### src/hw/rtl/ght_pkg.sv
package ght_pkg;

    // Stream payload widths (fields packed from bit 0, tdata padded to whole bytes)
    localparam int S_TDATA_W = 56;
    localparam int S_TUSER_W = 3;
    localparam int M_TDATA_W = 64;
    localparam int M_TUSER_W = 4;

    typedef enum logic [2:0] {
        CMD_NOOP     = 3'd0,
        CMD_RESERVE  = 3'd1,
        CMD_CANCEL   = 3'd2,
        CMD_OPEN     = 3'd3,
        CMD_WRITE    = 3'd4,
        CMD_TRUNCATE = 3'd5,
        CMD_CLOSE    = 3'd6,
        CMD_UNSUP    = 3'd7
    } cmd_t;

    typedef enum logic [3:0] {
        ST_OK        = 4'd0,
        ST_FULL      = 4'd1,
        ST_GEN_EXH   = 4'd2,
        ST_STALE     = 4'd3,
        ST_BUSY      = 4'd4,
        ST_BAD_OPEN  = 4'd5,
        ST_OPEN_FAIL = 4'd6,
        ST_IO_FAIL   = 4'd7,
        ST_UNSUP     = 4'd8
    } status_t;

    typedef enum logic [2:0] {
        S_CLEAR = 3'b001,
        S_IDLE  = 3'b010,
        S_EXEC  = 3'b100
    } state_t;

    // Controller -> datapath
    typedef struct packed {
        logic clear;    // write one reset entry, advance the sweep
        logic capture;  // latch the input beat and launch the slot read
        logic execute;  // apply the command, write back, load the result
    } dp_cmd_t;

    // Datapath -> controller
    typedef struct packed {
        logic clear_last;  // sweep is at the final entry
    } dp_status_t;

endpackage

### src/hw/rtl/ght_ctrl.sv
module ght_ctrl (
    input  logic                clk,
    input  logic                rst_n,
    input  logic                s_tvalid,
    output logic                s_tready,
    output logic                m_tvalid,
    input  logic                m_tready,
    output ght_pkg::dp_cmd_t    cmd,
    input  ght_pkg::dp_status_t stat
);

    import ght_pkg::*;

    state_t state_reg;
    state_t state_next;
    logic   m_tvalid_reg;
    logic   m_tvalid_next;

    always_comb
    begin
        state_next    = state_reg;
        m_tvalid_next = m_tvalid_reg && !m_tready;
        s_tready      = 1'b0;
        cmd           = '0;
        unique case (state_reg)
            S_CLEAR:
            begin
                cmd.clear = 1'b1;
                if (stat.clear_last)
                begin
                    state_next = S_IDLE;
                end
            end
            S_IDLE:
            begin
                s_tready = 1'b1;
                if (s_tvalid)
                begin
                    cmd.capture = 1'b1;
                    state_next  = S_EXEC;
                end
            end
            S_EXEC:
            begin
                // hold until the result register is free or being drained
                if (!m_tvalid_reg || m_tready)
                begin
                    cmd.execute   = 1'b1;
                    m_tvalid_next = 1'b1;
                    state_next    = S_IDLE;
                end
            end
            default:
            begin
                state_next = S_CLEAR;
            end
        endcase
    end

    always_ff @(posedge clk or negedge rst_n)
    begin
        if (!rst_n)
        begin
            state_reg    <= S_CLEAR;
            m_tvalid_reg <= 1'b0;
        end
        else
        begin
            state_reg    <= state_next;
            m_tvalid_reg <= m_tvalid_next;
        end
    end

    assign m_tvalid = m_tvalid_reg;

endmodule

### config.mk
export PLATFORM = sky130hd
export DESIGN_NAME = ght_ctrl
export DESIGN_NICKNAME = d
export VERILOG_FILES = /design/src/hw/rtl/ght_pkg.sv /design/src/hw/rtl/ght_ctrl.sv
export SDC_FILE = /design/constraint.sdc
export NUM_CORES = 1
export LEC_CHECK = 0
export ABC_CLOCK_PERIOD_IN_PS = 1100
export BUFFER_PORTS_ARGS = -buffer_cell sky130_fd_sc_hd__buf_4
export CAP_MARGIN = 10
export CORE_AREA = 2 2 39 41
export CTS_BUF_LIST = sky130_fd_sc_hd__clkbuf_16
export DETAILED_ROUTE_END_ITERATION = 12
export DIE_AREA = 0 0 41 43
export GPL_ROUTABILITY_DRIVEN = 0
export GPL_TIMING_DRIVEN = 0
export PLACE_DENSITY = 0.4
export SYNTH_ARGS = -nofsm -noshare
export SYNTH_HDL_FRONTEND = slang
export SYNTH_SLANG_ARGS = --single-unit
export TNS_END_PERCENT = 20
### constraint.sdc
create_clock -name clk -period 1.1 [get_ports clk]
set_clock_uncertainty 0.2 [all_clocks]
set_input_delay 0.165 -clock clk [delete_from_list [all_inputs] [get_ports clk]]
set_output_delay 0.165 -clock clk [all_outputs]
set_load 0.1 [all_outputs]
Word level (Yosys, flattened, before mapping):

Index checks and enable logic that the tools add are counted.

* register bits after elaboration: 4
* bits in latches: 0
* bits in writable memories: 0
* memory bits (read-only): 0
* output and inout bits: 5
* logic and storage cells: 25
* memories kept: 0

* add/subtract/negate cells: 0
* $mul: 0
* divide/modulo/power cells: 0
* $lt $le $gt $ge: 0
* equality and inequality tests: 6
* shifts and indexed selects: 0
* muxes and demuxes: 12
* bitwise logic cells: 0
* reduce and logical (&&, ||, !) cells: 5

Operator list (number)
* 3-bit 2-to-1 mux: 3
* 3-bit one-hot mux with 3 select lines: 1
* 1-bit 2-to-1 mux: 8
* 2-bit inequality test (second input constant): 3
* 3-bit by 1-bit == test with 1-bit output (second input constant): 1
* 3-bit by 2-bit == test with 1-bit output (second input constant): 1
* 3-bit == test (second input constant): 1
* 3-bit AND reduction: 1
* 1-bit logical NOT: 2
* 1-bit logical AND: 1
* 1-bit logical OR: 1

Longest topological paths before layout:

Gate-level depths: netlist (run 1).

* word-level depth: 4
* depth in mapped cells: 3
* depth with buffers taken out: 2

Least setup slack after synthesis (run 1):

Ideal clock, no wire load.

* path kind: flip-flop to output port
* start point: register state_reg[0]
* end point: output cmd[2] (netlist bit)
* arrival time: 2.693 ns
* slack: -1.958 ns
* cell stages (with the launch flop): 3
* path buffers: 0
* cell sequence: dfstp_2 inv_1 nor3_1

RTL lines
* start: declaration: RTL line ght_ctrl.sv:14 `state_t state_reg;`
* start signal: assignment: RTL line ght_ctrl.sv:69 `state_reg <= state_next;`
* end: declaration: RTL line ght_ctrl.sv:8 `output ght_pkg::dp_cmd_t cmd,`

==> results.md, run 1 <==
* Achievable Freq at 601 MHz
* Routed via count divided by cell count at 4.16
* Vias at 266
* Number of placement rows at 14
* Max reg flops at 3
* Highest-delay cell along the critical path: sky130_fd_sc_hd__dfstp_2
* Top-area cell type share of the netlist area at 29.3%
* Number of max-capacitance violations reported at 0
* Kind of cell with the highest combined delay on the critical path: flip-flops
* R2R depth at 4
* Vias in the first global route at 304
* Period minus WS final at 1.67 ns
* Average wire per cell in the routed design at 12.2 µm
* CTS tree: done
* ANT nets after route at 0
* Die X at 41 µm
* Power density cells at 3320 mW/mm²
* Count of H-tree levels built during CTS at 1
* Synthesis warning total at 0
* Share of layout cells above drive strength 1 at 70.8%
* Clock sink total at 4
* Leading post-synthesis cells by cell area: sky130_fd_sc_hd__dfrtp_1 (29%), sky130_fd_sc_hd__dfstp_2 (10%), sky130_fd_sc_hd__nor4bb_4 (9.8%)
* Path class of the lowest-slack min-delay path: primary input to async pin
* Pins over their slew limit at 0
* Final Cycle Share at 151%
* Setup violations, final at 9
* Clock Tree Buf Depth at 2
* Worst R2R Setup Slack at -0.36 ns
* Yosys top cell by area: sky130_fd_sc_hd__dfrtp_1
* Buffers and inverters on the worst path at 2
* Number of diodes added for antenna fixing at 0
* Number of antenna violations at the first check in global routing at 0
* Root buf cell: sky130_fd_sc_hd__clkbuf_16
* Std-Cell Core Area at 0.00138 mm²
* Number of ports placed on the die boundary at 10
* Post-Synth Simple-Gate Area at 40.0%
* Top_reg_cell synth: sky130_fd_sc_hd__dfrtp_1
* Most frequent cells after synthesis: sky130_fd_sc_hd__dfrtp_1 (3), sky130_fd_sc_hd__a21oi_1 (2), sky130_fd_sc_hd__and2_1 (2), sky130_fd_sc_hd__nand2b_1 (2)
* Min setup slack post-route at -0.565 ns
* Violated checks: negative setup slack
* Crit end category: primary output
* CP max stage delay at 0.39 ns
* Largest vdd supply drop at 1.40 mV
* Count of different cell masters after synthesis at 18
* Result of the run: finished with violations
* Post-synthesis sequential area ratio at 39.5%
* Remaining global-route overflow at 0
* Die H at 43 µm
* Post-synthesis instance area at 256 µm²
* Number of cells in the design after placement at 48
* Cells after synthesis at 23
* Endpoint of the lowest-slack register-to-register path: state_reg[1]
* Category of the most critical setup path: flop to primary output
* Total of flip-flops plus latches after synthesis at 4
* IO Port Bufs at 9
* Global router's overall resource usage at 9.80%
* Post-synthesis to final-layout area growth at 158%
* Drt first pass iters at 1
* Arrival time at the worst endpoint at 1.30 ns
* Synth Area in Compound Gates at 9.27%
* Clock transition at the registers of the reported paths at 0.03 ns
* Fill cell instance count of the final layout at 124
* Slew at the pin closest to its max-slew limit at 0.307 ns
* Fin cells at 64
* Crit path cell chain: buf_12 -> nor3b_4 -> and2_4 -> buf_12
* Die area at 0.00176 mm²
* Mux contribution to synthesized area at 0%
* Max-Slew Margin vs Limit at 79.3%
* Startpoint types: flop
* Min Hold Slack at 0.0581 ns
* Synthesized netlist net count at 28
* Net count reported at finish at 54
* XOR/XNOR share of the synthesized area at 3.41%
* Post-layout total power at 2.20 mW
* Final Hold Violating Endpoints at 0
* Routed wire length at 779 µm
* Global-route wire length before repair at 1120 µm
* Detailed-route DRC error count at 0
* Fraction of registers with async set or reset after synthesis at 100%
* Adder and majority gate portion of the synthesized area at 0%
* Syn avg cell area at 11.2 µm²
* Combinational family with the most area after synthesis: simple AND/OR/NAND/NOR gates
* Number of enable-type register cells in the synthesized netlist at 0
* Cell with the most instances after synthesis: sky130_fd_sc_hd__dfrtp_1
* Pin count of the biggest net entering global routing at 7
* Top cell by count, worst path: sky130_fd_sc_hd__buf_12
* Number of buffers added by the clock tree synthesis step at 3
* Source of the worst register-to-register timing path: state_reg[0]
* Setup repair after global routing missed its margin: true
* Insertion delay to the later sink of the worst-skew pair at 0.23 ns
* Count of routing violations after the opening detailed-route iteration at 0
* Starting Density at 18.5%
* Static leakage power at 0.305 nW
* Max Fanout on Critical Path at 3
* Total Neg Setup Slack at -3.15 ns
* Critical Path RT at 0.73 ns
[repair_timing]
action | in CTS | in global routing
hold endpoints to repair | 4 | 0
buffers inserted | 10 | 1
resized for setup | 18 | 3
pin swaps | 7 | 4
setup endpoints to repair | 8 | 9
hold buffers | 1 | 0
[worst max path at each step]
stage | startpoint | end | slack, ns | depth (start not counted)
2_1_floorplan | state_reg[2] | cmd[1] | -1.11 | 3
3_3_place_gp | state_reg[0] | cmd[2] | -0.44 | 3
3_5_place_dp | state_reg[1] | cmd[0] | -0.45 | 4
4_1_cts | state_reg[0] | cmd[1] | -0.52 | 4
5_1_grt | state_reg[0] | cmd[0] | -0.60 | 4
6_report | state_reg[0] | cmd[0] | -0.57 | 4
[metal layers]
| layer | vias up | global-route usage [%] | routed length, µm | part of all wire (%) |
|---|---|---|---|---|
| met3 | 2 | 3.14 | 31 | 4.0 |
| met1 | 126 | 10.5 | 281 | 36 |
| met5 | - | 0 | 0 | 0 |
| li1 | 131 | - | - | - |
| met4 | 0 | 8.00 | 14 | 1.8 |
| met2 | 7 | 14.7 | 450 | 58 |
[placed cells by master, fill, tap and decap left out, drive strengths merged]
cell,synthesis,final
and2,2,2
nand4bb,1,1
nor4bb,1,1
nor3,1,1
a21oi,2,2
dfrtp,3,3
a211o,1,1
nand3b,1,1
o21ai,1,1
buf,2,22
nor4b,1,1
nand2b,2,2
clkbuf,0,3
xor2,1,1
dfstp,1,1
inv,1,2
dlygate4sd3,0,1
nor3b,2,2
[area by class of cell]
cell class | instances | area [µm²] | area share, %
Buffer | 2 | 22.5 | 3.40
Clock buffer | 3 | 75.1 | 11.3
Clock inverter | 1 | 3.75 | 0.567
Inverter | 1 | 3.75 | 0.567
Multi-Input combinational cell | 16 | 176 | 26.7
Sequential cell | 4 | 101 | 15.3
Tap cell | 16 | 20.0 | 3.02
Timing Repair Buffer | 21 | 259 | 39.1
[power breakdown]
part           switching (mW)  total, mW  internal (mW)
Combinational           0.674       1.37          0.697
Clock                   0.106      0.575          0.469
Sequential             0.0465      0.252          0.205
[logic make-up (layout without fill, tap and decap cells)]
family	after synthesis	count (layout)
simple gates	11	11
xor+xnor	1	1
flops	4	4
buf+inv	3	28
compound gates	4	4
[stage by stage]
stage / setup WS, ns / util [%] / instance area, µm²
finish: -0.565 / 47.8 / 662
global route: -0.602 / 47.8 / 662
CTS: -0.525 / 45.4 / 628
detailed placement: -0.446 / 26.5 / 367
global placement: -0.439 / 26.5 / 367
floorplan: -1.11 / - / 279
Power figures use the tool's default switching activity.
==> inputs of run 2 (changes only) <==
==> config.mk (replaced) <==
export PLATFORM = sky130hd
export DESIGN_NAME = ght_ctrl
export DESIGN_NICKNAME = d
export VERILOG_FILES = /design/src/hw/rtl/ght_pkg.sv /design/src/hw/rtl/ght_ctrl.sv
export SDC_FILE = /design/constraint.sdc
export NUM_CORES = 1
export LEC_CHECK = 0
export ABC_AREA = 1
export ABC_CLOCK_PERIOD_IN_PS = 1100
export CAP_MARGIN = 10
export CORE_AREA = 2 2 39 41
export CTS_BUF_LIST = sky130_fd_sc_hd__clkbuf_4 sky130_fd_sc_hd__clkbuf_8
export DETAILED_ROUTE_END_ITERATION = 12
export DIE_AREA = 0 0 41 43
export DONT_BUFFER_PORTS = 1
export GPL_ROUTABILITY_DRIVEN = 0
export GPL_TIMING_DRIVEN = 0
export PLACE_DENSITY = 0.3
export SYNTH_ARGS = -nofsm -noshare
export SYNTH_HDL_FRONTEND = slang
export SYNTH_SLANG_ARGS = --single-unit
export TNS_END_PERCENT = 20
==> results.md, run 2 <==
* Root buf cell: sky130_fd_sc_hd__clkbuf_4
* Count of routing violations after the opening detailed-route iteration at 2
* Pin count of the biggest net entering global routing at 5
* Fill cell instance count of the final layout at 159
* Max Fanout on Critical Path at 2
* Post-route cell area at 344 µm²
* Clock Tree Buf Depth at 2
* IO Port Bufs at 0
* Top_reg_cell synth: sky130_fd_sc_hd__dfrtp_1
* Routed via count divided by cell count at 3.79
* Source of the worst register-to-register timing path: m_tvalid
* Number of antenna violations at the first check in global routing at 0
* Post-synthesis to final-layout area growth at 58.0%
* Vias at 197
* Worst hold path stage count at 1
* Top-area cell type share of the netlist area at 34.5%
* Pins over their slew limit at 0
* Drt first pass iters at 3
* CTS tree: done
* Synthesized netlist net count at 34
* Net count reported at finish at 42
* Endpoint of the lowest-slack register-to-register path: state_reg[1]
* Count of different cell masters after synthesis at 13
* Cells after synthesis at 29
* Number of buffers added by the clock tree synthesis step at 3
* Period minus WS final at 1.86 ns
* Buffers and inverters on the worst path at 1
* Max reg flops at 3
* Standard cell area after detailed placement at 263 µm²
* Number of enable-type register cells in the synthesized netlist at 0
* Fraction of registers with async set or reset after synthesis at 100%
* Final Cycle Share at 169%
* Category of the most critical setup path: flop to primary output
* Syn avg cell area at 7.51 µm²
* Min Hold Slack at -0.182 ns
* Count of H-tree levels built during CTS at 1
* Startpoint types: flop
* Setup Buffers After CTS at 0
* Arrival time at the worst endpoint at 1.49 ns
* Seq. cell area at 106 µm²
* Kind of cell with the highest combined delay on the critical path: flip-flops
* Number of diodes added for antenna fixing at 0
* Count of hold-fix buffers inserted at cts at 3
* Routed wire length at 488 µm
* ANT nets after route at 0
* Hold wc startpoint: m_tready
* Global-route wire length before repair at 717 µm
* Number of placement rows at 14
* Die area at 0.00176 mm²
* Result of the run: finished with violations
* CP max stage delay at 0.61 ns
* Total Neg Setup Slack at -3.14 ns
* Final Hold Violating Endpoints at 4
* Yosys top cell by area: sky130_fd_sc_hd__dfrtp_1
* Clock transition at the registers of the reported paths at 0.05 ns
* Remaining global-route overflow at 0
* Leading post-synthesis cells by cell area: sky130_fd_sc_hd__dfrtp_1 (34%), sky130_fd_sc_hd__dfstp_2 (12%), sky130_fd_sc_hd__inv_1 (10%)
* Hold EP: m_tvalid
* Max-Slew Margin vs Limit at 59.3%
* Starting Density at 15.7%
* Crit path cell chain: inv_2 -> nor2_2 -> nor2_4
* Total of flip-flops plus latches after synthesis at 4
* Number of ports placed on the die boundary at 10
* Most frequent cells after synthesis: sky130_fd_sc_hd__inv_1 (6), sky130_fd_sc_hd__nor2_1 (6), sky130_fd_sc_hd__dfrtp_1 (3)
* HPWL after DPL at 387 µm
* Area taken by multi-input logic gates at 116 µm²
* Vias in the first global route at 186
* Insertion delay to the later sink of the worst-skew pair at 0.24 ns
* Die X at 41 µm
* Highest-delay cell along the critical path: sky130_fd_sc_hd__dfrtp_4
* Violated checks: negative hold slack, negative setup slack
* Path class of the lowest-slack min-delay path: primary input to flop
* Setup repair after global routing missed its margin: true
* Std-Cell Core Area at 0.00138 mm²
* Share of layout cells above drive strength 1 at 52.8%
* Min setup slack post-route at -0.756 ns
* Post-synthesis sequential area ratio at 46.6%
* Number of max-capacitance violations reported at 0
* R2R depth at 5
* Achievable Freq at 539 MHz
* Worst R2R Setup Slack at -0.29 ns
* Commonest non-fill, non-tap cells in the layout: sky130_fd_sc_hd__inv_1 (4), sky130_fd_sc_hd__clkbuf_4 (4), sky130_fd_sc_hd__nor2_1 (3), sky130_fd_sc_hd__dlygate4sd3_1 (3)
* Setup violations, final at 9
* Detailed-route DRC error count at 0
* Crit end category: primary output
* Die H at 43 µm
* Slew at the pin closest to its max-slew limit at 0.609 ns
* Global router's overall resource usage at 6.85%
* Average wire per cell in the routed design at 9.38 µm
* Clock sink total at 4
* Core Util, Final at 24.9%
* Synthesis warning total at 0
* Post-synthesis instance area at 218 µm²
* Critical Path RT at 0.73 ns
## run 2: cell count changes in the layout (fill, tap and decap cells not counted), moves of 3 or more
cell | previous run | this run
sky130_fd_sc_hd__buf_6 | 5 | 0
sky130_fd_sc_hd__buf_12 | 7 | 0
sky130_fd_sc_hd__clkbuf_4 | 0 | 4
sky130_fd_sc_hd__nor2_1 | 0 | 3
sky130_fd_sc_hd__clkbuf_16 | 3 | 0
sky130_fd_sc_hd__buf_4 | 10 | 0
## run 2: final cells by class
class                      count  share of cell area (%)
inverter                       8                    12.0
multi-input combinational     17                    33.8
tap                           16                    5.82
timing repair buffer           3                    8.73
clock buffer                   4                    8.73
sequential                     4                    30.9
## run 2: kinds of logic (layout without fill, tap and decap cells)
kind of cell           after synthesis  in the layout  share of synthesized area, %
AO/OA/AOI/OAI                        3              3                          6.89
flip-flops                           4              4                          46.6
AND/OR/NAND/NOR                     14             14                          32.8
buffers and inverters                8             15                          13.8
## run 2: how the worst max path moves through the flow
stage             start      to  depth (start not counted)
2_1_floorplan  m_tvalid  cmd[0]                          3
3_3_place_gp   m_tvalid  cmd[0]                          3
3_5_place_dp   m_tvalid  cmd[0]                          3
4_1_cts        m_tvalid  cmd[0]                          3
5_1_grt        m_tvalid  cmd[0]                          3
6_report       m_tvalid  cmd[0]                          3
## run 2: through the flow
step	setup WS, ns	std cells
after floorplan	-0.481	29
after global placement	-0.500	45
after detailed placement	-0.501	45
after CTS	-0.777	52
after global routing	-0.808	52
final	-0.756	52
## run 2: layer usage
layer  wire length, µm  global-route usage [%]  vias to the layer above  share of wire, %
li1                  -                       -                      100                 -
met4                 0                    2.00                        0                 0
met2               218                    8.75                        9                45
met1               206                    6.84                       88                42
met5                 0                       0                        -                 0
met3                63                    8.38                        0                13
## run 2: worst reg2reg max path: stages, from the launching register on
cell and delay [ns]:
sky130_fd_sc_hd__dfrtp_4 0.61, sky130_fd_sc_hd__inv_2 0.07, sky130_fd_sc_hd__nor2_2 0.15, sky130_fd_sc_hd__nand3_1 0.11, sky130_fd_sc_hd__nand2_1 0.08, sky130_fd_sc_hd__nor2_1 0.05
## run 2: timing repair
| item | CTS | global route |
|---|---|---|
| resized for setup | 4 | 2 |
| setup endpoints to repair | 9 | 9 |
| hold endpoints to repair | 8 | 4 |
Power of run 2 is left out: the tool's default activity adds up to more than one toggle a clock period on the data nets, which glitch-free logic cannot reach.
==> inputs of run 3 (changes only) <==
--- a/config.mk
+++ b/config.mk
@@ -6,7 +6,7 @@
 export NUM_CORES = 1
 export LEC_CHECK = 0
 export ABC_AREA = 1
-export ABC_CLOCK_PERIOD_IN_PS = 1100
+export ABC_CLOCK_PERIOD_IN_PS = 1530
 export CAP_MARGIN = 10
 export CORE_AREA = 2 2 39 41
 export CTS_BUF_LIST = sky130_fd_sc_hd__clkbuf_4 sky130_fd_sc_hd__clkbuf_8
==> constraint.sdc (replaced) <==
create_clock -name clk -period 1.53 [get_ports clk]
set_clock_uncertainty 0.2 [all_clocks]
set_input_delay 0.2295 -clock clk [delete_from_list [all_inputs] [get_ports clk]]
set_output_delay 0.2295 -clock clk [all_outputs]
set_load 0.1 [all_outputs]
==> results.md, run 3 (synthesis gave the netlist of run 2 again) <==
* Result of the run: finished with violations
* Violated checks: negative setup slack
* Number of cells in the design after placement at 45
* Worst R2R Setup Slack at 0.19 ns
* Period minus WS final at 1.91 ns
* Endpoint of the lowest-slack register-to-register path: state_reg[1]
* Detailed-route DRC error count at 0
* Root buf cell: sky130_fd_sc_hd__clkbuf_4
* Net count reported at finish at 43
* Die X at 41 µm
* Global router's overall resource usage at 6.96%
* Commonest non-fill, non-tap cells in the layout: sky130_fd_sc_hd__inv_1 (4), sky130_fd_sc_hd__clkbuf_4 (4), sky130_fd_sc_hd__dlygate4sd3_1 (4), sky130_fd_sc_hd__nor2_4 (3), sky130_fd_sc_hd__nor2_1 (3)
* Source of the worst register-to-register timing path: m_tvalid
* Global-route wire length before repair at 759 µm
* Hold EP: state_reg[2]
* Min setup slack post-route at -0.376 ns
* Max-Slew Margin vs Limit at 59.2%
* ANT nets after route at 0
* Slew at the pin closest to its max-slew limit at 0.610 ns
* Clock sink total at 4
* Final Hold Violating Endpoints at 0
* Achievable Freq at 525 MHz
* Remaining global-route overflow at 0
* Routed wire length at 458 µm
* Worst hold path stage count at 2
* Clock transition at the registers of the reported paths at 0.04 ns
* Count of H-tree levels built during CTS at 1
* Crit end category: primary output
* CP max stage delay at 0.62 ns
* Setup repair after global routing missed its margin: true
* Final Cycle Share at 125%
* Arrival time at the worst endpoint at 1.48 ns
* Total Neg Setup Slack at -0.886 ns
* Average wire per cell in the routed design at 8.64 µm
* Number of max-capacitance violations reported at 0
* Setup violations, final at 4
* Top cell by count, worst path: sky130_fd_sc_hd__nor2_4
* Critical Path RT at 1.10 ns
* Clock Tree Buf Depth at 2
* Number of buffers added by the clock tree synthesis step at 3
* Highest-delay cell along the critical path: sky130_fd_sc_hd__dfrtp_4
* Insertion delay to the later sink of the worst-skew pair at 0.23 ns
* IO Port Bufs at 0
* Starting Density at 15.7%
* Share of layout cells above drive strength 1 at 48.6%
* CTS tree: done
* Count of routing violations after the opening detailed-route iteration at 4
* R2R depth at 5
* Max Fanout on Critical Path at 2
* Pre-CTS WS at -0.193 ns
* Buffers and inverters on the worst path at 1
* Pin count of the biggest net entering global routing at 5
* Crit path cell chain: inv_4 -> nor2_4 -> nor2_4
* Fin cells at 53
* Drt first pass iters at 2
* Vias in the first global route at 211
* Die area at 0.00176 mm²
* Path class of the lowest-slack min-delay path: primary input to flop
* Routed via count divided by cell count at 3.92
* Number of antenna violations at the first check in global routing at 0
* Std-Cell Core Area at 0.00138 mm²
* Kind of cell with the highest combined delay on the critical path: flip-flops
* Number of ports placed on the die boundary at 10
* Hold wc startpoint: s_tvalid
* Max reg flops at 3
* Die H at 43 µm
* Category of the most critical setup path: flop to primary output
* Number of placement rows at 14
* Post-synthesis to final-layout area growth at 60.9%
* Number of diodes added for antenna fixing at 0
* Vias at 208
* Pins over their slew limit at 0
* HPWL after DPL at 388 µm
* Startpoint types: flop
-- run 3: worst register-to-register path: stages (launching register included) --
cell and delay (ns):
sky130_fd_sc_hd__dfrtp_4 0.62, sky130_fd_sc_hd__inv_4 0.06, sky130_fd_sc_hd__nor2_4 0.11, sky130_fd_sc_hd__nand3_1 0.10, sky130_fd_sc_hd__nand2_1 0.08, sky130_fd_sc_hd__nor2_1 0.04
-- run 3: stage by stage --
step / utilization [%] / cell area [µm²] / hold WS [ns]
CTS: 25.1 / 348 / 0.0547
global placement: 18.4 / 254 / -0.266
floorplan: - / 234 / -0.266
detailed placement: 18.4 / 254 / -0.266
global route: 25.3 / 350 / 0.0495
finish: 25.3 / 350 / 0.0541
-- run 3: routing by layer --
layer / up-vias / wire, µm / GRT usage [%]
met5: - / 0 / 0
li1: 104 / - / -
met2: 7 / 216 / 9.38
met3: 0 / 56 / 3.66
met1: 97 / 184 / 6.54
met4: 0 / 0 / 8.00
-- run 3: worst max path at each step --
stage / to / start / cells past startpoint / slack (ns)
after CTS: cmd[0] / m_tvalid / 3 / -0.41
after global routing: cmd[0] / m_tvalid / 3 / -0.41
final: cmd[0] / m_tvalid / 3 / -0.38
after floorplan: cmd[0] / m_tvalid / 3 / -0.16
after global placement: cmd[0] / m_tvalid / 3 / -0.19
after detailed placement: cmd[0] / m_tvalid / 3 / -0.19
-- run 3: final cells by class --
| type | instances | area, µm² |
|---|---|---|
| Timing Repair Buffer | 4 | 40.0 |
| Inverter | 8 | 41.3 |
| Sequential cell | 4 | 105 |
| Tap cell | 16 | 20.0 |
| Fill cell | 153 | 1030 |
| Multi-Input combinational cell | 17 | 114 |
| Clock buffer | 4 | 30.0 |
-- run 3: repair_timing --
item / CTS / global route
endpoints found under the setup margin: 6 / 4
gates resized for setup: 8 / 1
hold buffers: 4 / 0
endpoints found under the hold margin: 7 / 0
pin swaps: 1 / 1
buffers inserted: 0 / 0
Power of run 3 is left out for the same reason.
